<file path="config.mk">
export PLATFORM = sky130hd
export DESIGN_NAME = annealing_equilibrium_monitor
export DESIGN_NICKNAME = d
export VERILOG_FILES = /design/src/aem_pkg.sv /design/src/annealing_equilibrium_monitor.sv /design/src/aem_regs.sv /design/src/aem_core.sv
export SDC_FILE = /design/constraint.sdc
export NUM_CORES = 1
export LEC_CHECK = 0
export BUFFER_PORTS_ARGS = -buffer_cell sky130_fd_sc_hd__buf_4
export CAP_MARGIN = 20
export CORE_MARGIN = 4
export CORE_UTILIZATION = 40
export CTS_CLUSTER_DIAMETER = 120
export DETAILED_ROUTE_END_ITERATION = 8
export PLACE_DENSITY = 0.57
export SLEW_MARGIN = 20
export SYNTH_ARGS = -nofsm -noshare
export SYNTH_HDL_FRONTEND = slang
export SYNTH_SLANG_ARGS = --single-unit
</file>
<file path="constraint.sdc">
create_clock -name clk -period 7.9 [get_ports clk]
set_clock_uncertainty 0.15 [all_clocks]
set_input_delay 0.395 -clock clk [delete_from_list [all_inputs] [get_ports clk]]
set_output_delay 0.395 -clock clk [all_outputs]
set_load 0.05 [all_outputs]
</file>
<file path="src/aem_pkg.sv">
// shared types and register map for the annealing equilibrium monitor
package aem_pkg;

  // register index, taken from the word address of the config port
  typedef enum logic [1:0] {
    REG_AVERAGE_COST    = 2'd0,
    REG_BAND_HALFWIDTH  = 2'd1,
    REG_TOLERANCE_LIMIT = 2'd2,
    REG_TARGET_COUNT    = 2'd3
  } reg_idx_t;

  // one result item
  typedef struct packed {
    logic frozen;
    logic counts_cleared;
    logic equilibrium_reached;
  } aem_result_t;

endpackage

</file>
<file path="src/annealing_equilibrium_monitor.sv">
// top level of the annealing equilibrium and frozen monitor
//
// each input transfer carries one annealing step (step cost and current cost, signed
// fixed point with 16 fraction bits) and yields exactly one result transfer with the
// equilibrium, counts-cleared and frozen flags. one step is taken every clock cycle
// unless a waiting result stalls it: an item is held in the input register, the
// statistics and band counters update in a single pass of compares and subtractions,
// and the flags land in the result register as the held item moves on, which waits
// while an earlier result is not taken. while a result waits, one more item can
// enter the input register; after that the input stalls until the result is taken.
// configuration registers sit on the apb-style port at byte address 4*i (8*i when
// costs are wider than 32 bits) and should be written only while no step is in flight.
module annealing_equilibrium_monitor #(
  parameter int COST_WIDTH  = 31,
  parameter int COUNT_WIDTH = 16
) (
  input  logic                                       clk,
  input  logic                                       rst,
  // input stream
  input  logic                                       s_tvalid,
  output logic                                       s_tready,
  input  logic [((2 * COST_WIDTH + 7) / 8) * 8-1:0]  s_tdata,  // step_cost, current_cost, zero pad
  // result stream
  output logic                                       m_tvalid,
  input  logic                                       m_tready,
  output logic [7:0]                                 m_tdata,  // equilibrium_reached, counts_cleared, frozen, zero pad
  // configuration
  input  logic                                       psel,
  input  logic                                       penable,
  input  logic                                       pwrite,
  input  logic [((COST_WIDTH > 32) ? 5 : 4)-1:0]     paddr,
  input  logic [((COST_WIDTH > 32) ? 64 : 32)-1:0]   pwdata,
  output logic [((COST_WIDTH > 32) ? 64 : 32)-1:0]   prdata,
  output logic                                       pready
);

  localparam int IN_DATA_W = ((2 * COST_WIDTH + 7) / 8) * 8;
  localparam int PDATA_W   = (COST_WIDTH > 32) ? 64 : 32;
  localparam int PADDR_W   = (COST_WIDTH > 32) ? 5 : 4;

  logic signed [COST_WIDTH-1:0]  average_cost;
  logic [COST_WIDTH-1:0]         band_halfwidth;
  logic [COUNT_WIDTH-1:0]        tolerance_limit;
  logic [COUNT_WIDTH-1:0]        target_count;

  // input register
  logic                          in_full;
  logic signed [COST_WIDTH-1:0]  step_q;
  logic signed [COST_WIDTH-1:0]  cur_q;

  // result register
  aem_pkg::aem_result_t          result;
  aem_pkg::aem_result_t          result_q;
  logic                          advance;

  assign pready = 1'b1;

  aem_regs #(
    .COST_WIDTH  (COST_WIDTH),
    .COUNT_WIDTH (COUNT_WIDTH),
    .PDATA_W     (PDATA_W),
    .PADDR_W     (PADDR_W)
  ) u_regs (
    .clk             (clk),
    .rst             (rst),
    .psel            (psel),
    .penable         (penable),
    .pwrite          (pwrite),
    .paddr           (paddr),
    .pwdata          (pwdata),
    .prdata          (prdata),
    .average_cost    (average_cost),
    .band_halfwidth  (band_halfwidth),
    .tolerance_limit (tolerance_limit),
    .target_count    (target_count)
  );

  // the held step moves on when the result register is empty or being drained
  assign advance  = in_full && (!m_tvalid || m_tready);
  assign s_tready = !in_full || advance;

  always_ff @(posedge clk) begin
    if (rst) begin
      in_full <= 1'b0;
    end else if (s_tready) begin
      in_full <= s_tvalid;
    end
  end

  always_ff @(posedge clk) begin
    if (s_tvalid && s_tready) begin
      step_q <= s_tdata[COST_WIDTH-1:0];
      cur_q  <= s_tdata[2*COST_WIDTH-1:COST_WIDTH];
    end
  end

  aem_core #(
    .COST_WIDTH  (COST_WIDTH),
    .COUNT_WIDTH (COUNT_WIDTH)
  ) u_core (
    .clk             (clk),
    .rst             (rst),
    .advance         (advance),
    .step_cost       (step_q),
    .current_cost    (cur_q),
    .average_cost    (average_cost),
    .band_halfwidth  (band_halfwidth),
    .tolerance_limit (tolerance_limit),
    .target_count    (target_count),
    .result          (result)
  );

  always_ff @(posedge clk) begin
    if (rst) begin
      m_tvalid <= 1'b0;
    end else if (advance) begin
      m_tvalid <= 1'b1;
    end else if (m_tready) begin
      m_tvalid <= 1'b0;
    end
  end

  always_ff @(posedge clk) begin
    if (advance) begin
      result_q <= result;
    end
  end

  assign m_tdata = {5'b0, result_q.frozen, result_q.counts_cleared,
                    result_q.equilibrium_reached};

`ifndef NO_ASSERTIONS
  a_no_overwrite: assert property (@(posedge clk) disable iff (rst)
    m_tvalid && !m_tready |-> !advance)
    else $error("result register overwritten while stalled");

  a_ready_when_empty: assert property (@(posedge clk) disable iff (rst)
    !in_full |-> s_tready)
    else $error("input not ready while input register empty");

  a_result_follows: assert property (@(posedge clk) disable iff (rst)
    advance |=> m_tvalid)
    else $error("no result after a step moved on");
`endif

endmodule

</file>
<file path="src/aem_regs.sv">
// configuration register file behind the apb-style port
module aem_regs #(
  parameter int COST_WIDTH  = 31,
  parameter int COUNT_WIDTH = 16,
  parameter int PDATA_W     = 32,
  parameter int PADDR_W     = 4
) (
  input  logic                          clk,
  input  logic                          rst,
  input  logic                          psel,
  input  logic                          penable,
  input  logic                          pwrite,
  input  logic [PADDR_W-1:0]            paddr,
  input  logic [PDATA_W-1:0]            pwdata,
  output logic [PDATA_W-1:0]            prdata,
  output logic signed [COST_WIDTH-1:0]  average_cost,
  output logic [COST_WIDTH-1:0]         band_halfwidth,
  output logic [COUNT_WIDTH-1:0]        tolerance_limit,
  output logic [COUNT_WIDTH-1:0]        target_count
);

  aem_pkg::reg_idx_t idx;
  logic              wr_en;

  // word address: drop the byte offset bits
  assign idx   = aem_pkg::reg_idx_t'(paddr[PADDR_W-1:PADDR_W-2]);
  assign wr_en = psel && penable && pwrite;

  always_ff @(posedge clk) begin
    if (rst) begin
      average_cost    <= '0;
      band_halfwidth  <= '0;
      tolerance_limit <= '0;
      target_count    <= '0;
    end else if (wr_en) begin
      case (idx)
        aem_pkg::REG_AVERAGE_COST:    average_cost    <= pwdata[COST_WIDTH-1:0];
        aem_pkg::REG_BAND_HALFWIDTH:  band_halfwidth  <= pwdata[COST_WIDTH-1:0];
        aem_pkg::REG_TOLERANCE_LIMIT: tolerance_limit <= pwdata[COUNT_WIDTH-1:0];
        aem_pkg::REG_TARGET_COUNT:    target_count    <= pwdata[COUNT_WIDTH-1:0];
        default: ;
      endcase
    end
  end

  always_comb begin
    case (idx)
      aem_pkg::REG_AVERAGE_COST:    prdata = PDATA_W'(unsigned'(average_cost));
      aem_pkg::REG_BAND_HALFWIDTH:  prdata = PDATA_W'(band_halfwidth);
      aem_pkg::REG_TOLERANCE_LIMIT: prdata = PDATA_W'(tolerance_limit);
      aem_pkg::REG_TARGET_COUNT:    prdata = PDATA_W'(target_count);
      default:                      prdata = '0;
    endcase
  end

endmodule

</file>
<file path="src/aem_core.sv">
// cost statistics, band counters and per-step result logic
module aem_core #(
  parameter int COST_WIDTH  = 31,
  parameter int COUNT_WIDTH = 16
) (
  input  logic                          clk,
  input  logic                          rst,
  input  logic                          advance,
  input  logic signed [COST_WIDTH-1:0]  step_cost,
  input  logic signed [COST_WIDTH-1:0]  current_cost,
  input  logic signed [COST_WIDTH-1:0]  average_cost,
  input  logic [COST_WIDTH-1:0]         band_halfwidth,
  input  logic [COUNT_WIDTH-1:0]        tolerance_limit,
  input  logic [COUNT_WIDTH-1:0]        target_count,
  output aem_pkg::aem_result_t          result
);

  localparam logic signed [COST_WIDTH-1:0] COST_MOST_NEG = {1'b1, {(COST_WIDTH-1){1'b0}}};
  localparam logic signed [COST_WIDTH-1:0] COST_MOST_POS = {1'b0, {(COST_WIDTH-1){1'b1}}};

  logic signed [COST_WIDTH-1:0] highest_cost, highest_cost_next;
  logic signed [COST_WIDTH-1:0] lowest_cost, lowest_cost_next;
  logic [COST_WIDTH:0]          largest_change, largest_change_next;
  logic [COUNT_WIDTH-1:0]       in_band_count, in_band_count_next;
  logic [COUNT_WIDTH-1:0]       out_band_count, out_band_count_next;

  logic signed [COST_WIDTH:0] step_x, cur_x, avg_x;
  logic signed [COST_WIDTH:0] diff_change, diff_band, range;
  logic [COST_WIDTH:0]        change, band_dist;
  logic                       in_band;
  logic [COUNT_WIDTH-1:0]     in_inc, out_inc;
  logic                       clear;

  always_comb begin
    step_x = {step_cost[COST_WIDTH-1], step_cost};
    cur_x  = {current_cost[COST_WIDTH-1], current_cost};
    avg_x  = {average_cost[COST_WIDTH-1], average_cost};

    highest_cost_next = (step_cost > highest_cost) ? step_cost : highest_cost;
    lowest_cost_next  = (step_cost < lowest_cost) ? step_cost : lowest_cost;

    diff_change = cur_x - step_x;
    change      = diff_change[COST_WIDTH] ? unsigned'(-diff_change) : unsigned'(diff_change);
    largest_change_next = (change > largest_change) ? change : largest_change;

    diff_band = avg_x - cur_x;
    band_dist = diff_band[COST_WIDTH] ? unsigned'(-diff_band) : unsigned'(diff_band);
    in_band   = band_dist <= {1'b0, band_halfwidth};

    // saturating increments
    in_inc  = (in_band_count == '1) ? in_band_count : in_band_count + 1'b1;
    out_inc = (out_band_count == '1) ? out_band_count : out_band_count + 1'b1;

    in_band_count_next  = in_band ? in_inc : in_band_count;
    out_band_count_next = in_band ? out_band_count : out_inc;

    clear = out_band_count_next > tolerance_limit;
    result.counts_cleared      = clear;
    result.equilibrium_reached = !clear && (in_band_count_next > target_count);
    if (clear) begin
      in_band_count_next  = '0;
      out_band_count_next = '0;
    end

    // negative range (no step yet) has the top bit set, change never does
    range = {highest_cost_next[COST_WIDTH-1], highest_cost_next}
          - {lowest_cost_next[COST_WIDTH-1], lowest_cost_next};
    result.frozen = unsigned'(range) == largest_change_next;
  end

  always_ff @(posedge clk) begin
    if (rst) begin
      highest_cost   <= COST_MOST_NEG;
      lowest_cost    <= COST_MOST_POS;
      largest_change <= '0;
      in_band_count  <= '0;
      out_band_count <= '0;
    end else if (advance) begin
      highest_cost   <= highest_cost_next;
      lowest_cost    <= lowest_cost_next;
      largest_change <= largest_change_next;
      in_band_count  <= in_band_count_next;
      out_band_count <= out_band_count_next;
    end
  end

`ifndef NO_ASSERTIONS
  a_clear_excl: assert property (@(posedge clk) disable iff (rst)
    advance |-> !(result.counts_cleared && result.equilibrium_reached))
    else $error("clear and equilibrium flagged together");

  a_clear_zero: assert property (@(posedge clk) disable iff (rst)
    advance && result.counts_cleared |=> in_band_count == '0 && out_band_count == '0)
    else $error("counts not zero after clear");

  a_low_le_high: assert property (@(posedge clk) disable iff (rst)
    advance |=> lowest_cost <= highest_cost)
    else $error("lowest cost above highest cost after a step");
`endif

endmodule

</file>
==> summary.md <==
| Metric | Value |
|---|---|
| Peak supply drop | 0.000145 V |
| Startpoint Class | flip-flop |
| Top cells by area, synth | dfxtp_1, ha_1, edfxtp_1, nand2_1, a21oi_1 |
| Internal power | 4180 uW |
| Largest net degree at the start of global routing | 97 |
| Reg clk slew, reported paths | 60 ps |
| Kind of critical path | reg2reg |
| Post-route minimum period | 8300 ps |
| Pre-CTS setup slack | -1040 ps |
| CTS tree | yes |
| Clock Sink Count | 287 |
| Status | finished, violations left |
| Worst-skew pair later-pin latency | 580 ps |
| WL final | 91500 um |
| Antenna Nets Post-Route | 0 |
| Synth Cell Area | 0.0247 mm2 |
| Psw | 2680 uW |
| Worst setup EP type | flip-flop |
| Slowest stage delay, CP | 540 ps |
| Final std cells w/o fill | 4612 |
| Yosys warns | 0 |
| Highest-delay cell along the critical path | or4_4 |
| DR vias/cell | 5.63 |
| Chip height | 257 um |
| Final worst slack | -396 ps |
| IO buf count | 137 |
| Die width | 257 um |
| Top-area cell type share of the netlist area | 18.0% |
| Worst-margin pin slew | 1090 ps |
| Final period utilization | 105% |
| Pwr dens | 205 mW/mm2 |
| Final hold vios | 0 |
| Seq/Total Area, Yosys | 25.9% |
| Placer Congestion | 0.931 |
| Power, Total | 6850 uW |
| Starting DRT DRC Count | 1833 |
| Filler cell count | 5704 |
| Cells after Synth | 3155 |
| Layout Nets | 4165 |
| Crit path arrival time | 8670 ps |
| Vias in the first global route | 24977 |
| Syn Area/Cell | 7.83 um2 |
| Crit-path leading delay family | compound AO/OA/AOI/OAI gates |
| Clk pwr share | 26.1% |
| Area leader, netlist | dfxtp_1 |
| Setup repair after global routing missed its margin | true |
| Share of layout cells above drive strength 1 | 24.9% |
| Hold WC Path Type | in2reg |
| CTS buffer count | 37 |
| Max clock buf depth | 3 |
| Most used cell along the critical path | o21a_1 |
| # DRC | 0 |
| First-pass GRT wire length | 140000 um |
| Worst R2R Start | cur_q[1] |
| Comb power frac | 49.5% |
| Critical Path RT | 8280 ps |
| Reg2reg end | u_core.out_band_count[7] |
| Violated checks | negative setup slack |
| Initial antenna violation count | 1 |
| Flop pwr share | 24.4% |
| CP Depth | 39 |
| Pleak | 0.0145 uW |
| Reg-to-reg slack, setup | -400 ps |
| Critical Path Sink | u_core.out_band_count[7] |
| Max transition margin | 27.0% |
| # rows | 90 |
| Starting density of the core | 40.6% |
| Buf/Inv on CP | 6 |
| Most common cell in the netlist | nand2_1 |
| FF+latch count, synth | 287 |
| P&R area growth vs syn | 35.6% |
| Wire per inst | 19.8 um |
| MaxCap Viol Count | 0 |
| GR Overflow Total | 0 |
| Worst Reg-to-Reg Cells | 39 |
| Core area | 0.0608 mm2 |
| Number of enable flip-flop cells after synthesis | 65 |
| DIE AREA | 0.0658 mm2 |
| Placed Cells incl. Taps | 4397 |
| GRT Total Usage | 26.3% |
| Hpwl dp | 70700 um |
| Fraction of registers with async set/reset | 0% |
| Hold path cells | 2 |
| Ys flop type | dfxtp_1 |
| Final Setup Violations | 33 |
| Routed via count | 25970 |
| Sw frac | 39.1% |
| Netlist cell types | 98 |
| Worst setup path startpoint | cur_q[1] |
| Diodes inserted | 0 |
| First-pass DRT Iterations | 6 |
| Final TNS setup | -9160 ps |
| CTS root buf | clkbuf_16 |
| I/O pin total | 150 |
| Crit-path max FO | 6 |
| Max Freq | 121 MHz |
| Synth top cells by count | nand2_1, inv_1, ha_1, a21oi_1, dfxtp_1 |
| Slew Viols, Final | 0 |
| CTS H-tree depth | 2 |
==> per-stage QoR <==
step | area, um2 | hold slack (ps) | util (%)
after detailed placement | 29800 | 303 | 48.9
after floorplan | 24800 | 286 | -
after CTS | 32600 | 148 | 53.7
after global placement | 29800 | 294 | 48.9
after global routing | 33500 | 178 | 55.1
final | 33500 | 138 | 55.1
==> cells by family (layout without fill, tap and decap cells) <==
| logic type | after synthesis | after routing | synth area share [%] |
|---|---|---|---|
| AO/OA/AOI/OAI | 837 | 837 | 22.1 |
| XOR/XNOR | 185 | 185 | 6.68 |
| adder cells (fa/ha/maj) | 256 | 256 | 13.1 |
| buffers and inverters | 420 | 1090 | 6.58 |
| flip-flops | 287 | 287 | 25.9 |
| multiplexers | 109 | 109 | 5.29 |
| other | 2 | 7 | 0.0304 |
| AND/OR/NAND/NOR | 1059 | 1059 | 20.3 |
==> flip-flops by register name (all words and copies together) (netlist names) <==
signal                  flops
u_regs.target_count        16
u_core.in_band_count       16
u_core.lowest_cost         31
cur_q                      31
u_regs.band_halfwidth      31
m_tvalid                    1
step_q                     31
u_regs.tolerance_limit     16
u_core.out_band_count      16
m_tdata                     3
u_core.largest_change      32
in_full                     1
u_regs.average_cost        31
u_core.highest_cost        31
==> cell type report <==
class / instances / area (um2) / area share (%)
multi-input cells: 2453 / 17800 / 53.1
well taps: 782 / 978 / 2.92
clock inverters: 16 / 243 / 0.725
inverters: 262 / 986 / 2.94
repair buffers: 761 / 6090 / 18.2
clock buffers: 51 / 1020 / 3.04
flip-flops and latches: 287 / 6400 / 19.1
==> worst min-delay path by stage <==
stage / from / to / slack (ps)
2_1_floorplan: u_core.largest_change[10] / u_core.largest_change[10] / 290
3_3_place_gp: u_core.largest_change[10] / u_core.largest_change[10] / 290
3_5_place_dp: u_core.largest_change[10] / u_core.largest_change[10] / 300
4_1_cts: rst / in_full / 150
5_1_grt: rst / in_full / 180
6_report: rst / in_full / 140
==> cells in the final DEF (no fill, tap or decap), types with 13 or more instances in the layout <==
cell,n
a211oi_1,52
a21o_1,65
a21oi_1,233
a21oi_2,14
a31oi_1,26
and2_1,14
and3_1,26
and4_1,13
buf_4,637
buf_6,24
clkbuf_16,37
dfxtp_1,220
dlygate4sd3_1,95
edfxtp_1,65
ha_1,245
inv_1,257
mux2i_1,84
mux4_2,16
nand2_1,415
nand2b_1,22
nand3_1,70
nand4_1,53
nor2_1,203
nor2_2,13
nor2b_1,37
nor3_1,53
o211ai_1,44
o21a_1,41
o21ai_0,120
o21ai_1,22
o21bai_1,14
o31ai_1,16
or2_2,16
or3_1,15
xnor2_1,125
xor2_1,47
==> routing by layer <==
layer	GRT usage, %	routed length [um]	up-vias
li1	-	-	12622
met1	38.5	43500	12445
met2	41.3	40300	781
met3	3.26	5550	122
met4	6.20	2150	0
met5	0	0	-
==> timing repair <==
item / CTS / global route
pin swaps: 51 / 85
gates cloned: 1 / 1
setup buffers: 24 / 31
hold buffers: 95 / 0
gates resized for setup: 107 / 135
setup endpoints to repair: 35 / 35
hold endpoints to repair: 158 / 0
==> power groups by stage <==
stage / combinational, uW / clock, uW / sequential, uW
4_1_cts: 3110 / 1830 / 1670
6_report: 3390 / 1790 / 1670
2_1_floorplan: 1770 / 0 / 1680
3_3_place_gp: 2920 / 0 / 1700
5_1_grt: 3670 / 1880 / 1680
3_5_place_dp: 2960 / 0 / 1700
No activity file was read; power rests on OpenSTA's default activity.
